--- config.mk ---
export PLATFORM = sky130hd
export DESIGN_NAME = page_replacement_fifo_lru
export DESIGN_NICKNAME = d
export VERILOG_FILES = /design/src/sv/pfl_pkg.sv /design/src/sv/page_replacement_fifo_lru.sv /design/src/sv/pfl_frame_mem.sv /design/src/sv/pfl_scan_unit.sv
export SDC_FILE = /design/constraint.sdc
export NUM_CORES = 1
export LEC_CHECK = 0
export ABC_CLOCK_PERIOD_IN_PS = 9400
export BUFFER_PORTS_ARGS = -buffer_cell sky130_fd_sc_hd__clkbuf_2
export CELL_PAD_IN_SITES_DETAIL_PLACEMENT = 1
export CELL_PAD_IN_SITES_GLOBAL_PLACEMENT = 2
export CORE_MARGIN = 3
export CORE_UTILIZATION = 35
export CTS_CLUSTER_DIAMETER = 150
export DETAILED_ROUTE_END_ITERATION = 8
export PLACE_DENSITY_LB_ADDON = 0.1
export SYNTH_ARGS = -nofsm -noshare
export SYNTH_HDL_FRONTEND = slang
export SYNTH_HIERARCHICAL = 1
export SYNTH_SLANG_ARGS = --single-unit
--- constraint.sdc ---
create_clock -name i_clk -period 9.4 [get_ports i_clk]
set_input_delay 0.47 -clock i_clk [delete_from_list [all_inputs] [get_ports i_clk]]
set_output_delay 0.47 -clock i_clk [all_outputs]
set_load 0.01 [all_outputs]
--- src/sv/pfl_pkg.sv ---
// shared types and constants for the page replacement unit
package pfl_pkg;

    localparam int DEF_NUM_FRAMES = 4;
    localparam int DEF_NUM_PAGES  = 8;
    localparam int DEF_STAMP_BITS = 32;
    localparam int COUNT_W        = 32;

    localparam logic MODE_FIFO = 1'b0;
    localparam logic MODE_LRU  = 1'b1;

    typedef enum logic [1:0] {
        S_IDLE,
        S_SCAN,
        S_DRAIN,
        S_UPDATE
    } t_state;

    // sequencer commands to the scan unit
    typedef struct packed {
        logic clear;
        logic cmp_en;
    } t_scan_ctl;

    // scan unit findings
    typedef struct packed {
        logic hit;
        logic free_found;
    } t_scan_flags;

endpackage

--- src/sv/page_replacement_fifo_lru.sv ---
// page replacement unit top level: sequencer, counters and output register
//
// usage:
//   input channel (i_in_valid / o_in_ready) carries one page number per
//   transaction; a page at or above NUM_PAGES wraps modulo NUM_PAGES.
//   output channel (o_out_valid / i_out_ready) returns one result per access:
//   hit flag, frame used, eviction flag and page, running hit and fault totals.
//   i_cfg_wr_en / i_cfg_wr_data set the victim policy (0 fifo, 1 lru); write
//   it only while no access is in flight.
// timing:
//   from acceptance until the input is ready again an access passes the idle
//   state that accepts it, the scan state that reads the frame store one entry
//   per frame, the drain state for the last compare and the update state, which
//   waits while a held result is not taken. The shared compare unit visits each frame once.
//   the result appears on the output the cycle after the update.
// reset (synchronous, active low) empties all frames and clears the tick,
// the totals and the policy. the output register holds one result; while the
// receiver stalls a new access may be accepted and scanned, but its update
// waits until the held result is taken.
module page_replacement_fifo_lru #(
    parameter int NUM_FRAMES = pfl_pkg::DEF_NUM_FRAMES,
    parameter int NUM_PAGES  = pfl_pkg::DEF_NUM_PAGES,
    parameter int STAMP_BITS = pfl_pkg::DEF_STAMP_BITS,
    localparam int FRAME_W   = $clog2(NUM_FRAMES),
    localparam int PAGE_W    = $clog2(NUM_PAGES)
) (
    input  logic                        i_clk,
    input  logic                        i_rst_n,
    input  logic                        i_cfg_wr_en,
    input  logic                        i_cfg_wr_data,
    input  logic                        i_in_valid,
    output logic                        o_in_ready,
    input  logic [PAGE_W-1:0]           i_page_number,
    output logic                        o_out_valid,
    input  logic                        i_out_ready,
    output logic                        o_hit,
    output logic [FRAME_W-1:0]          o_frame_used,
    output logic                        o_evicted,
    output logic [PAGE_W-1:0]           o_evicted_page,
    output logic [pfl_pkg::COUNT_W-1:0] o_hit_total,
    output logic [pfl_pkg::COUNT_W-1:0] o_fault_total
);

    localparam int CW = pfl_pkg::COUNT_W;

    pfl_pkg::t_state r_state, n_state;

    logic                  r_mode;
    logic [PAGE_W-1:0]     r_page;
    logic [STAMP_BITS-1:0] r_tick;
    logic [FRAME_W-1:0]    r_idx;
    logic                  r_cmp_vld;
    logic [FRAME_W-1:0]    r_cmp_idx;
    logic [CW-1:0]         r_hit_count;
    logic [CW-1:0]         r_fault_count;

    logic                  r_out_valid;
    logic                  r_out_hit;
    logic [FRAME_W-1:0]    r_out_frame;
    logic                  r_out_evicted;
    logic [PAGE_W-1:0]     r_out_ev_page;

    logic                  in_fire;
    logic                  commit;
    logic [PAGE_W:0]       page_ext;
    logic [PAGE_W-1:0]     page_mod;
    logic [STAMP_BITS-1:0] n_tick;

    pfl_pkg::t_scan_ctl    scan_ctl;
    pfl_pkg::t_scan_flags  scan_flags;
    logic [FRAME_W-1:0]    hit_idx;
    logic [STAMP_BITS-1:0] hit_load;
    logic [FRAME_W-1:0]    free_idx;
    logic [FRAME_W-1:0]    best_idx;
    logic [PAGE_W-1:0]     best_page;

    logic                  rd_valid;
    logic [PAGE_W-1:0]     rd_page;
    logic [STAMP_BITS-1:0] rd_load;
    logic [STAMP_BITS-1:0] rd_use;

    logic                  wr_en;
    logic [FRAME_W-1:0]    wr_addr;
    logic [STAMP_BITS-1:0] wr_load;

    logic                  upd_evicted;
    logic [PAGE_W-1:0]     upd_ev_page;

    // input wrap and saturating tick
    always_comb begin
        page_ext = {1'b0, i_page_number};
        if (page_ext >= (PAGE_W+1)'(NUM_PAGES)) begin
            page_mod = PAGE_W'(page_ext - (PAGE_W+1)'(NUM_PAGES));
        end else begin
            page_mod = i_page_number;
        end
        n_tick = (&r_tick) ? r_tick : r_tick + 1'b1;
    end

    always_ff @(posedge i_clk) begin
        if (!i_rst_n) begin
            r_state <= pfl_pkg::S_IDLE;
        end else begin
            r_state <= n_state;
        end
    end

    always_comb begin
        n_state      = r_state;
        o_in_ready   = 1'b0;
        scan_ctl     = '0;
        commit       = 1'b0;
        in_fire      = 1'b0;
        case (r_state)
            pfl_pkg::S_IDLE: begin
                o_in_ready     = 1'b1;
                in_fire        = i_in_valid;
                scan_ctl.clear = i_in_valid;
                if (i_in_valid) begin
                    n_state = pfl_pkg::S_SCAN;
                end
            end
            pfl_pkg::S_SCAN: begin
                scan_ctl.cmp_en = r_cmp_vld;
                if (r_idx == FRAME_W'(NUM_FRAMES - 1)) begin
                    n_state = pfl_pkg::S_DRAIN;
                end
            end
            pfl_pkg::S_DRAIN: begin
                scan_ctl.cmp_en = r_cmp_vld;
                n_state         = pfl_pkg::S_UPDATE;
            end
            pfl_pkg::S_UPDATE: begin
                // wait until the output register is free
                if (!r_out_valid || i_out_ready) begin
                    commit  = 1'b1;
                    n_state = pfl_pkg::S_IDLE;
                end
            end
            default: begin
                n_state = pfl_pkg::S_IDLE;
            end
        endcase
    end

    // update decision from the scan findings
    always_comb begin
        upd_evicted = !scan_flags.hit && !scan_flags.free_found;
        upd_ev_page = upd_evicted ? best_page : '0;
        if (scan_flags.hit) begin
            wr_addr = hit_idx;
            wr_load = hit_load;
        end else begin
            wr_addr = scan_flags.free_found ? free_idx : best_idx;
            wr_load = r_tick;
        end
        wr_en = commit;
    end

    always_ff @(posedge i_clk) begin
        if (!i_rst_n) begin
            r_mode        <= pfl_pkg::MODE_FIFO;
            r_tick        <= '0;
            r_hit_count   <= '0;
            r_fault_count <= '0;
            r_cmp_vld     <= 1'b0;
            r_idx         <= '0;
            r_out_valid   <= 1'b0;
        end else begin
            if (i_cfg_wr_en) begin
                r_mode <= i_cfg_wr_data;
            end
            if (in_fire) begin
                r_tick <= n_tick;
                r_idx  <= '0;
            end else if (r_state == pfl_pkg::S_SCAN) begin
                r_idx <= r_idx + 1'b1;
            end
            r_cmp_vld <= (r_state == pfl_pkg::S_SCAN);
            if (commit) begin
                if (scan_flags.hit) begin
                    r_hit_count <= (&r_hit_count) ? r_hit_count : r_hit_count + 1'b1;
                end else begin
                    r_fault_count <= (&r_fault_count) ? r_fault_count
                                                      : r_fault_count + 1'b1;
                end
            end
            if (commit) begin
                r_out_valid <= 1'b1;
            end else if (i_out_ready) begin
                r_out_valid <= 1'b0;
            end
        end
    end

    always_ff @(posedge i_clk) begin
        if (in_fire) begin
            r_page <= page_mod;
        end
        r_cmp_idx <= r_idx;
        if (commit) begin
            r_out_hit     <= scan_flags.hit;
            r_out_frame   <= wr_addr;
            r_out_evicted <= upd_evicted;
            r_out_ev_page <= upd_ev_page;
        end
    end

    pfl_frame_mem #(
        .NUM_FRAMES (NUM_FRAMES),
        .PAGE_W     (PAGE_W),
        .STAMP_BITS (STAMP_BITS)
    ) u_frame_mem (
        .i_clk      (i_clk),
        .i_rst_n    (i_rst_n),
        .i_rd_addr  (r_idx),
        .o_rd_valid (rd_valid),
        .o_rd_page  (rd_page),
        .o_rd_load  (rd_load),
        .o_rd_use   (rd_use),
        .i_wr_en    (wr_en),
        .i_wr_addr  (wr_addr),
        .i_wr_page  (r_page),
        .i_wr_load  (wr_load),
        .i_wr_use   (r_tick)
    );

    pfl_scan_unit #(
        .NUM_FRAMES (NUM_FRAMES),
        .PAGE_W     (PAGE_W),
        .STAMP_BITS (STAMP_BITS)
    ) u_scan (
        .i_clk       (i_clk),
        .i_rst_n     (i_rst_n),
        .i_ctl       (scan_ctl),
        .i_mode      (r_mode),
        .i_target    (r_page),
        .i_idx       (r_cmp_idx),
        .i_valid     (rd_valid),
        .i_page      (rd_page),
        .i_load      (rd_load),
        .i_use       (rd_use),
        .o_flags     (scan_flags),
        .o_hit_idx   (hit_idx),
        .o_hit_load  (hit_load),
        .o_free_idx  (free_idx),
        .o_best_idx  (best_idx),
        .o_best_page (best_page)
    );

    assign o_out_valid    = r_out_valid;
    assign o_hit          = r_out_hit;
    assign o_frame_used   = r_out_frame;
    assign o_evicted      = r_out_evicted;
    assign o_evicted_page = r_out_ev_page;
    assign o_hit_total    = r_hit_count;
    assign o_fault_total  = r_fault_count;

    // a new transaction always starts the scan at frame zero
    a_scan_start: assert property (@(posedge i_clk) disable iff (!i_rst_n)
        (i_in_valid && o_in_ready) |=> (r_state == pfl_pkg::S_SCAN) && (r_idx == '0))
        else $error("scan did not start at frame zero");

    // a hit never reports an eviction
    a_hit_no_evict: assert property (@(posedge i_clk) disable iff (!i_rst_n)
        (o_out_valid && o_hit) |-> (!o_evicted && (o_evicted_page == '0)))
        else $error("eviction reported on a hit");

    // an update never overwrites a result still waiting at the output
    a_no_overwrite: assert property (@(posedge i_clk) disable iff (!i_rst_n)
        (commit && r_out_valid) |-> i_out_ready)
        else $error("held result overwritten");

    a_tick_mono: assert property (@(posedge i_clk) disable iff (!i_rst_n)
        1'b1 |=> (r_tick >= $past(r_tick)))
        else $error("tick went backwards");

    a_count_mono: assert property (@(posedge i_clk) disable iff (!i_rst_n)
        1'b1 |=> ((r_hit_count >= $past(r_hit_count))
                  && (r_fault_count >= $past(r_fault_count))))
        else $error("hit or fault total went backwards");

endmodule

--- src/sv/pfl_frame_mem.sv ---
// frame store: page and stamp memory with per-frame valid bits
module pfl_frame_mem #(
    parameter int NUM_FRAMES = pfl_pkg::DEF_NUM_FRAMES,
    parameter int PAGE_W     = $clog2(pfl_pkg::DEF_NUM_PAGES),
    parameter int STAMP_BITS = pfl_pkg::DEF_STAMP_BITS,
    localparam int FRAME_W   = $clog2(NUM_FRAMES)
) (
    input  logic                  i_clk,
    input  logic                  i_rst_n,
    input  logic [FRAME_W-1:0]    i_rd_addr,
    output logic                  o_rd_valid,
    output logic [PAGE_W-1:0]     o_rd_page,
    output logic [STAMP_BITS-1:0] o_rd_load,
    output logic [STAMP_BITS-1:0] o_rd_use,
    input  logic                  i_wr_en,
    input  logic [FRAME_W-1:0]    i_wr_addr,
    input  logic [PAGE_W-1:0]     i_wr_page,
    input  logic [STAMP_BITS-1:0] i_wr_load,
    input  logic [STAMP_BITS-1:0] i_wr_use
);

    logic [PAGE_W-1:0]     r_mem_page [NUM_FRAMES];
    logic [STAMP_BITS-1:0] r_mem_load [NUM_FRAMES];
    logic [STAMP_BITS-1:0] r_mem_use  [NUM_FRAMES];
    logic [NUM_FRAMES-1:0] r_valid;

    logic                  r_rd_valid;
    logic [PAGE_W-1:0]     r_rd_page;
    logic [STAMP_BITS-1:0] r_rd_load;
    logic [STAMP_BITS-1:0] r_rd_use;

    always_ff @(posedge i_clk) begin
        if (i_wr_en) begin
            r_mem_page[i_wr_addr] <= i_wr_page;
            r_mem_load[i_wr_addr] <= i_wr_load;
            r_mem_use[i_wr_addr]  <= i_wr_use;
        end
        r_rd_page <= r_mem_page[i_rd_addr];
        r_rd_load <= r_mem_load[i_rd_addr];
        r_rd_use  <= r_mem_use[i_rd_addr];
    end

    // valid bits are flops so reset empties every frame at once
    always_ff @(posedge i_clk) begin
        if (!i_rst_n) begin
            r_valid    <= '0;
            r_rd_valid <= 1'b0;
        end else begin
            if (i_wr_en) begin
                r_valid[i_wr_addr] <= 1'b1;
            end
            r_rd_valid <= r_valid[i_rd_addr];
        end
    end

    assign o_rd_valid = r_rd_valid;
    assign o_rd_page  = r_rd_page;
    assign o_rd_load  = r_rd_load;
    assign o_rd_use   = r_rd_use;

endmodule

--- src/sv/pfl_scan_unit.sv ---
// shared compare unit: page match, free frame and oldest stamp, one frame a cycle
module pfl_scan_unit #(
    parameter int NUM_FRAMES = pfl_pkg::DEF_NUM_FRAMES,
    parameter int PAGE_W     = $clog2(pfl_pkg::DEF_NUM_PAGES),
    parameter int STAMP_BITS = pfl_pkg::DEF_STAMP_BITS,
    localparam int FRAME_W   = $clog2(NUM_FRAMES)
) (
    input  logic                  i_clk,
    input  logic                  i_rst_n,
    input  pfl_pkg::t_scan_ctl    i_ctl,
    input  logic                  i_mode,
    input  logic [PAGE_W-1:0]     i_target,
    input  logic [FRAME_W-1:0]    i_idx,
    input  logic                  i_valid,
    input  logic [PAGE_W-1:0]     i_page,
    input  logic [STAMP_BITS-1:0] i_load,
    input  logic [STAMP_BITS-1:0] i_use,
    output pfl_pkg::t_scan_flags  o_flags,
    output logic [FRAME_W-1:0]    o_hit_idx,
    output logic [STAMP_BITS-1:0] o_hit_load,
    output logic [FRAME_W-1:0]    o_free_idx,
    output logic [FRAME_W-1:0]    o_best_idx,
    output logic [PAGE_W-1:0]     o_best_page
);

    pfl_pkg::t_scan_flags  r_flags;
    logic [FRAME_W-1:0]    r_hit_idx;
    logic [STAMP_BITS-1:0] r_hit_load;
    logic [FRAME_W-1:0]    r_free_idx;
    logic [FRAME_W-1:0]    r_best_idx;
    logic [PAGE_W-1:0]     r_best_page;
    logic [STAMP_BITS-1:0] r_best;

    logic [STAMP_BITS-1:0] sel_stamp;
    logic                  is_hit;
    logic                  is_free;
    logic                  take_best;

    always_comb begin
        sel_stamp = (i_mode == pfl_pkg::MODE_LRU) ? i_use : i_load;
        is_hit    = i_valid && (i_page == i_target);
        is_free   = !i_valid && !r_flags.free_found;
        // strict less keeps ties on the lowest frame
        take_best = (i_idx == '0) || (sel_stamp < r_best);
    end

    always_ff @(posedge i_clk) begin
        if (!i_rst_n) begin
            r_flags <= '0;
        end else if (i_ctl.clear) begin
            r_flags <= '0;
        end else if (i_ctl.cmp_en) begin
            if (is_hit) begin
                r_flags.hit <= 1'b1;
            end
            if (is_free) begin
                r_flags.free_found <= 1'b1;
            end
        end
    end

    always_ff @(posedge i_clk) begin
        if (i_ctl.cmp_en) begin
            if (is_hit) begin
                r_hit_idx  <= i_idx;
                r_hit_load <= i_load;
            end
            if (is_free) begin
                r_free_idx <= i_idx;
            end
            if (take_best) begin
                r_best      <= sel_stamp;
                r_best_idx  <= i_idx;
                r_best_page <= i_page;
            end
        end
    end

    assign o_flags     = r_flags;
    assign o_hit_idx   = r_hit_idx;
    assign o_hit_load  = r_hit_load;
    assign o_free_idx  = r_free_idx;
    assign o_best_idx  = r_best_idx;
    assign o_best_page = r_best_page;

endmodule

# Word-level counts from Yosys, hierarchy flattened
# Memories as Yosys holds them, arrays and structs flattened. A register that Yosys moved wholly into a read port is not among the register bits.
# Cells that the tools add are included.
# totals
mem_bits_rw,268
output_inout_bits,73
mem_count,3
ff_bits,195
# mem_list
name,words,width,rd,rd_ports_with_merged_regs,wr,line,source
u_frame_mem.r_mem_load,4,32,1,1,1,pfl_frame_mem.sv:23,logic [STAMP_BITS-1:0] r_mem_load [NUM_FRAMES];
u_frame_mem.r_mem_use,4,32,1,1,1,pfl_frame_mem.sv:24,logic [STAMP_BITS-1:0] r_mem_use [NUM_FRAMES];
u_frame_mem.r_mem_page,4,3,1,1,1,pfl_frame_mem.sv:22,logic [PAGE_W-1:0] r_mem_page [NUM_FRAMES];
# classes
magnitude_cmp,4
eq_ne,8
n_mux,21
n_reduce_logical,25
add_sub_neg,4
n_bitwise,6
# ops
cell,n
$add A32 B1 Y32 const B,3
$reduce_and A32 Y1,3
$mux W32,2
$lt A32 B32 Y1,1
$mux W1,11
$mux W2,5
$reduce_and A3 Y1,3
$pmux W2 S4,1
$reduce_and A2 Y1,4
$eq A2 B2 Y1 const B,3
$lt A2 B3 Y1 const B,2
$ne A2 B2 Y1 const B,3
$not A1 Y1,5
$logic_and A1 B1 Y1,4
$logic_not A1 Y1,4
$logic_not A2 Y1,2
$or A4 B4 Y4,1
$reduce_or A2 Y1,2
$eq A3 B3 Y1,1
$add A2 B1 Y2 const B,1
$bmux W1 S2,1
$demux W1 S2,1
$eq A2 B1 Y1 const B,1
$ge A2 B1 Y1 const B,1
2 further kinds,3

# Logic depth before layout (Yosys ltp)
# logic_depth
word_depth,7
mapped_depth,9

# Hierarchy
# Netlist, hierarchy kept.
# modules_own_cells
mod,seq_area_each_um2,n_inst,cells_each,area_each_um2
pfl_frame_mem,9489.1,1,433,11199.5
page_replacement_fifo_lru,2402.3,1,713,6167.2
pfl_scan_unit,2232.1,1,235,3473.3

# Worst setup path after synthesis
# Ideal clock, no wire load.
# synth_timing
path_type,register -> register
start,reg u_scan.r_flags (netlist bit u_scan/o_flags[1])
end,"mem u_frame_mem/r_mem_load[0][0] (netlist bit), enable pin"
path_stages_with_launch,5
path_slack_ns,2.750
t_arrival_ns,6.058
cell_sequence,dfxtp_1 buf_2 buf_1 o21ai_0 nor3b_1
# synth_between
elab_chain_len,1
# synth_lines
item,line,source
from (decl),pfl_scan_unit.sv:26,pfl_pkg::t_scan_flags r_flags;
$mux W2,page_replacement_fifo_lru.sv:150,if (scan_flags.hit) begin
via wr_addr[0],page_replacement_fifo_lru.sv:83,logic [FRAME_W-1:0] wr_addr;
to (decl),pfl_frame_mem.sv:23,
# The timed path passes the listed nets, and every way through them passes these cells.

# Worst setup path after layout
# layout_timing
start,reg r_mode
end,"reg u_scan.r_best_page[1] (netlist: u_scan/o_best_page[1]), enable pin"
# layout_between
elab_chain_len,4
# layout_lines
item,line,source
from (decl),page_replacement_fifo_lru.sv:48,logic r_mode;
from (signal assigned),page_replacement_fifo_lru.sv:162,r_mode <= pfl_pkg::MODE_FIFO;
from (signal assigned),page_replacement_fifo_lru.sv:171,r_mode <= i_cfg_wr_data;
$mux W32,pfl_scan_unit.sv:40,sel_stamp = (i_mode == pfl_pkg::MODE_LRU) ? i_use : i_load;
via u_scan.sel_stamp[19],pfl_scan_unit.sv:34,logic [STAMP_BITS-1:0] sel_stamp;
$lt A32 B32 Y1,pfl_scan_unit.sv:44,take_best = (i_idx == '0) || (sel_stamp < r_best);
$logic_or A1 B1 Y1,pfl_scan_unit.sv:44,
$reduce_and A2 Y1 (no line),n/a,
to (signal assigned),pfl_scan_unit.sv:74,r_best_page <= i_page;
to (decl),pfl_scan_unit.sv:31,logic [PAGE_W-1:0] r_best_page;
# The timed path passes the listed nets, and every way through them passes these cells.
# A chain may end at the register's enable or synchronous reset.

==> flow_summary.ini <==
[status]
status = complete, no violations

[sta]
finalSetupViolations = 0
worstMarginPinSlew_ps = 1103
grt_setup_unrepaired = no
final_hold_viol_count = 0
fin_setup_tns_ps = 0
layout_worst_path_cycle_share = 0.3924
post-route-min-period_ps = 3689
max_freq_mhz = 271.1
fin_worst_skew_ps = 19.85
drv_slew = 0
maxSlewHeadroom = 0.2592
hold_ws_ps = 177.8

[placement]
hpwlAfterDp_mm = 30.33
port_buffers = 81
gp_congestion = 0.7038

[synthesis]
yosys_most_used_dff = edfxtp_1
yosysUniqueCellTypes = 61
yosysMostFrequentCell = edfxtp_1
ys_top_cells_by_count = edfxtp_1 (351), dfxtp_1 (179), nand2_1 (82)
syn_avg_cell_area_um2 = 15.09
synth_area_leaders = edfxtp_1 (51%), dfxtp_1 (17%), mux4_2 (7.3%)
syn_inst = 1381
async_flop_share = 0
syn_area_um2 = 20840
synth_top_area_frac = 0.5058
synth-edff-count = 351
ys_seq_area_frac = 0.6777
ys.warnings.count = 6
synth-seq-cells = 530
synth_area_leader_cell = edfxtp_1
syn-num-nets = 1430

[power_and_ir_drop]
leakage_uw = 0.008213
power.share.clock = 0.425
pwr-share-seq = 0.477
swShare = 0.2332
peakVddDrop_uv = 145.2
p_switching_uw = 1372
pwr-share-comb = 0.098
power.density_nw_per_um2 = 243.0
internal-power_uw = 4510

[run]
cap_violations = 0

[clocking]
clk_latency_ps = 610
cts-root-buf = clkbuf_16
ctsResizeCount = 0
numCtsBuffers = 58
worst_setup_hold_path_clk_slew_ps = 60
clock_path_buffers = 3
cts.sinks = 530
htree_levels = 2
tritoncts = done

[finish]
top_regs = u_frame_mem/r_mem_load x128, u_frame_mem/r_mem_use x128
final_util = 0.4155
area_growth_pct = 16.14
nets = 1532
diodes = 0
drive_above_1_share = 0.2337
fillerInstances = 5854

[worst_setup_path]
r2r_end = u_scan/o_best_page[1]
rr_worst_depth = 8
r2r_slack_ps = 5710
crit_start = r_mode
end_kind = flip-flop
required_ps = 9660
cp.arrival_ps = 3950
setup.worst_path.class = flip-flop to flip-flop
r2r_start = r_mode
worstPathMaxFanout = 33
cp-start-kind = flip-flop

[hold_path]
worstHoldPathCells = 3
hp-class = primary input to flip-flop
hold_end = r_mode
hp-start = i_cfg_wr_data

[global_routing]
grt_max_degree = 68
grt_first_pass_wirelength_mm = 77.94
grt.total_usage = 0.1599
gr-total-overflow = 0
antenna_found_initial = 0
grt_pass1_vias = 12810

[die]
core_um2 = 58250
dieWidth_um = 250.0
start_util = 0.3578
fp.dieH_um = 250.0
boundaryPins = 82
rows = 88
dieArea_um2 = 62510

[drt]
drtIter0Drc = 526
wire_per_inst_um = 21.50
drtPass1Iterations = 6
remaining_drc_errors = 0
post_drt_via_cell_ratio = 5.201
final_antenna_net_count = 0
vias = 11950
wirelength_mm = 49.39
-- power by group through the flow --
stage / Combinational (µW) / Sequential (µW) / Clock, µW
after floorplan: 490 / 2760 / 0
after global placement: 581 / 2860 / 0
after detailed placement: 592 / 2860 / 0
after CTS: 596 / 2810 / 2590
after global routing: 652 / 2830 / 2680
final: 578 / 2800 / 2500
-- worst max-delay path: stages (launching register included) --
cell,delay (ps)
dfxtp_2,900
mux2_2,430
ha_1,310
a21oi_1,140
o21ai_0,110
a221oi_1,310
o211ai_1,190
a31oi_4,470
buf_4,460
-- cell usage in the layout, fill, tap and decap left out, types with 4 or more instances in the layout --
cell type,synthesis,final
edfxtp_1,351,351
dfxtp_1,179,175
nand2_1,82,82
clkbuf_2,0,81
mux4_2,68,68
clkbuf_16,0,61
mux2_2,59,59
a21oi_1,57,57
inv_1,56,56
nand3_1,46,46
ha_1,40,40
nor2_1,38,38
o21ai_0,34,34
nand4_1,32,32
mux2i_1,30,30
or3_1,29,29
o31ai_1,27,27
or4_1,27,27
nand2b_1,22,22
nor4_1,18,18
buf_4,0,15
nor3_1,14,13
a21oi_2,13,13
clkbuf_8,0,12
bufinv_16,0,11
clkinv_2,1,10
o21a_1,10,10
and4_1,10,10
and3_1,9,8
xor2_1,7,7
clkbuf_1,25,7
and2_1,6,6
o211ai_1,5,5
nor3b_1,6,5
xnor2_1,5,5
clkinvlp_4,0,5
clkinv_1,0,4
-- logic make-up (layout without fill, tap and decap cells) --
family	count (synthesis)	count (layout)	synth area share
compound gates	173	173	0.05361
xor+xnor	12	12	0.005043
fa+ha+maj	40	40	0.02402
buf+inv	115	266	0.02660
flops	530	530	0.6777
mux	157	157	0.1198
simple gates	354	354	0.09324
-- layout make-up --
class | count | area, µm² | share of cell area
Sequential cell | 530 | 14130 | 0.5840
Clock inverter | 29 | 427.9 | 0.01768
Inverter | 58 | 219.0 | 0.009047
Timing Repair Buffer | 99 | 548.0 | 0.02264
Tap cell | 765 | 957.2 | 0.03955
Clock buffer | 80 | 1718 | 0.07098
Multi-Input combinational cell | 736 | 6200 | 0.2562
-- repair_timing --
action	4_1_cts	5_1_grt
hold buffers	3	0
hold endpoints to repair	3	0
buffers inserted	0	0
-- worst max path at each step --
stage / endpoint / cells past startpoint / slack (ps)
4_1_cts: u_scan/o_best_page[0] / 8 / 5580
2_1_floorplan: u_frame_mem/r_mem_load[0][0] / 4 / 2750
6_report: u_scan/o_best_page[1] / 8 / 5710
3_3_place_gp: u_scan/o_best_page[0] / 8 / 5650
5_1_grt: u_scan/o_best_page[0] / 8 / 5330
3_5_place_dp: u_scan/o_best_page[0] / 8 / 5600
-- stage by stage --
stage	power, µW	worst slack, ps	instance area (µm²)	instances
after floorplan	3252	2750	20840	1381
final	5881	5711	24200	2297
after global placement	3446	5646	22030	2185
after global routing	6155	5326	24200	2297
after detailed placement	3451	5604	22030	2185
after CTS	5997	5576	24200	2297
-- routing by layer --
layer	up-vias	part of all wire	global-route usage	wire [µm]
met2	150	0.49	0.2697	24220
met3	71	0.036	0.03095	1794
met1	6184	0.45	0.2138	22430
met5	-	0	0	0
met4	0	0.019	0.03775	937
li1	5541	-	-	-
Power figures use the tool's default switching activity.
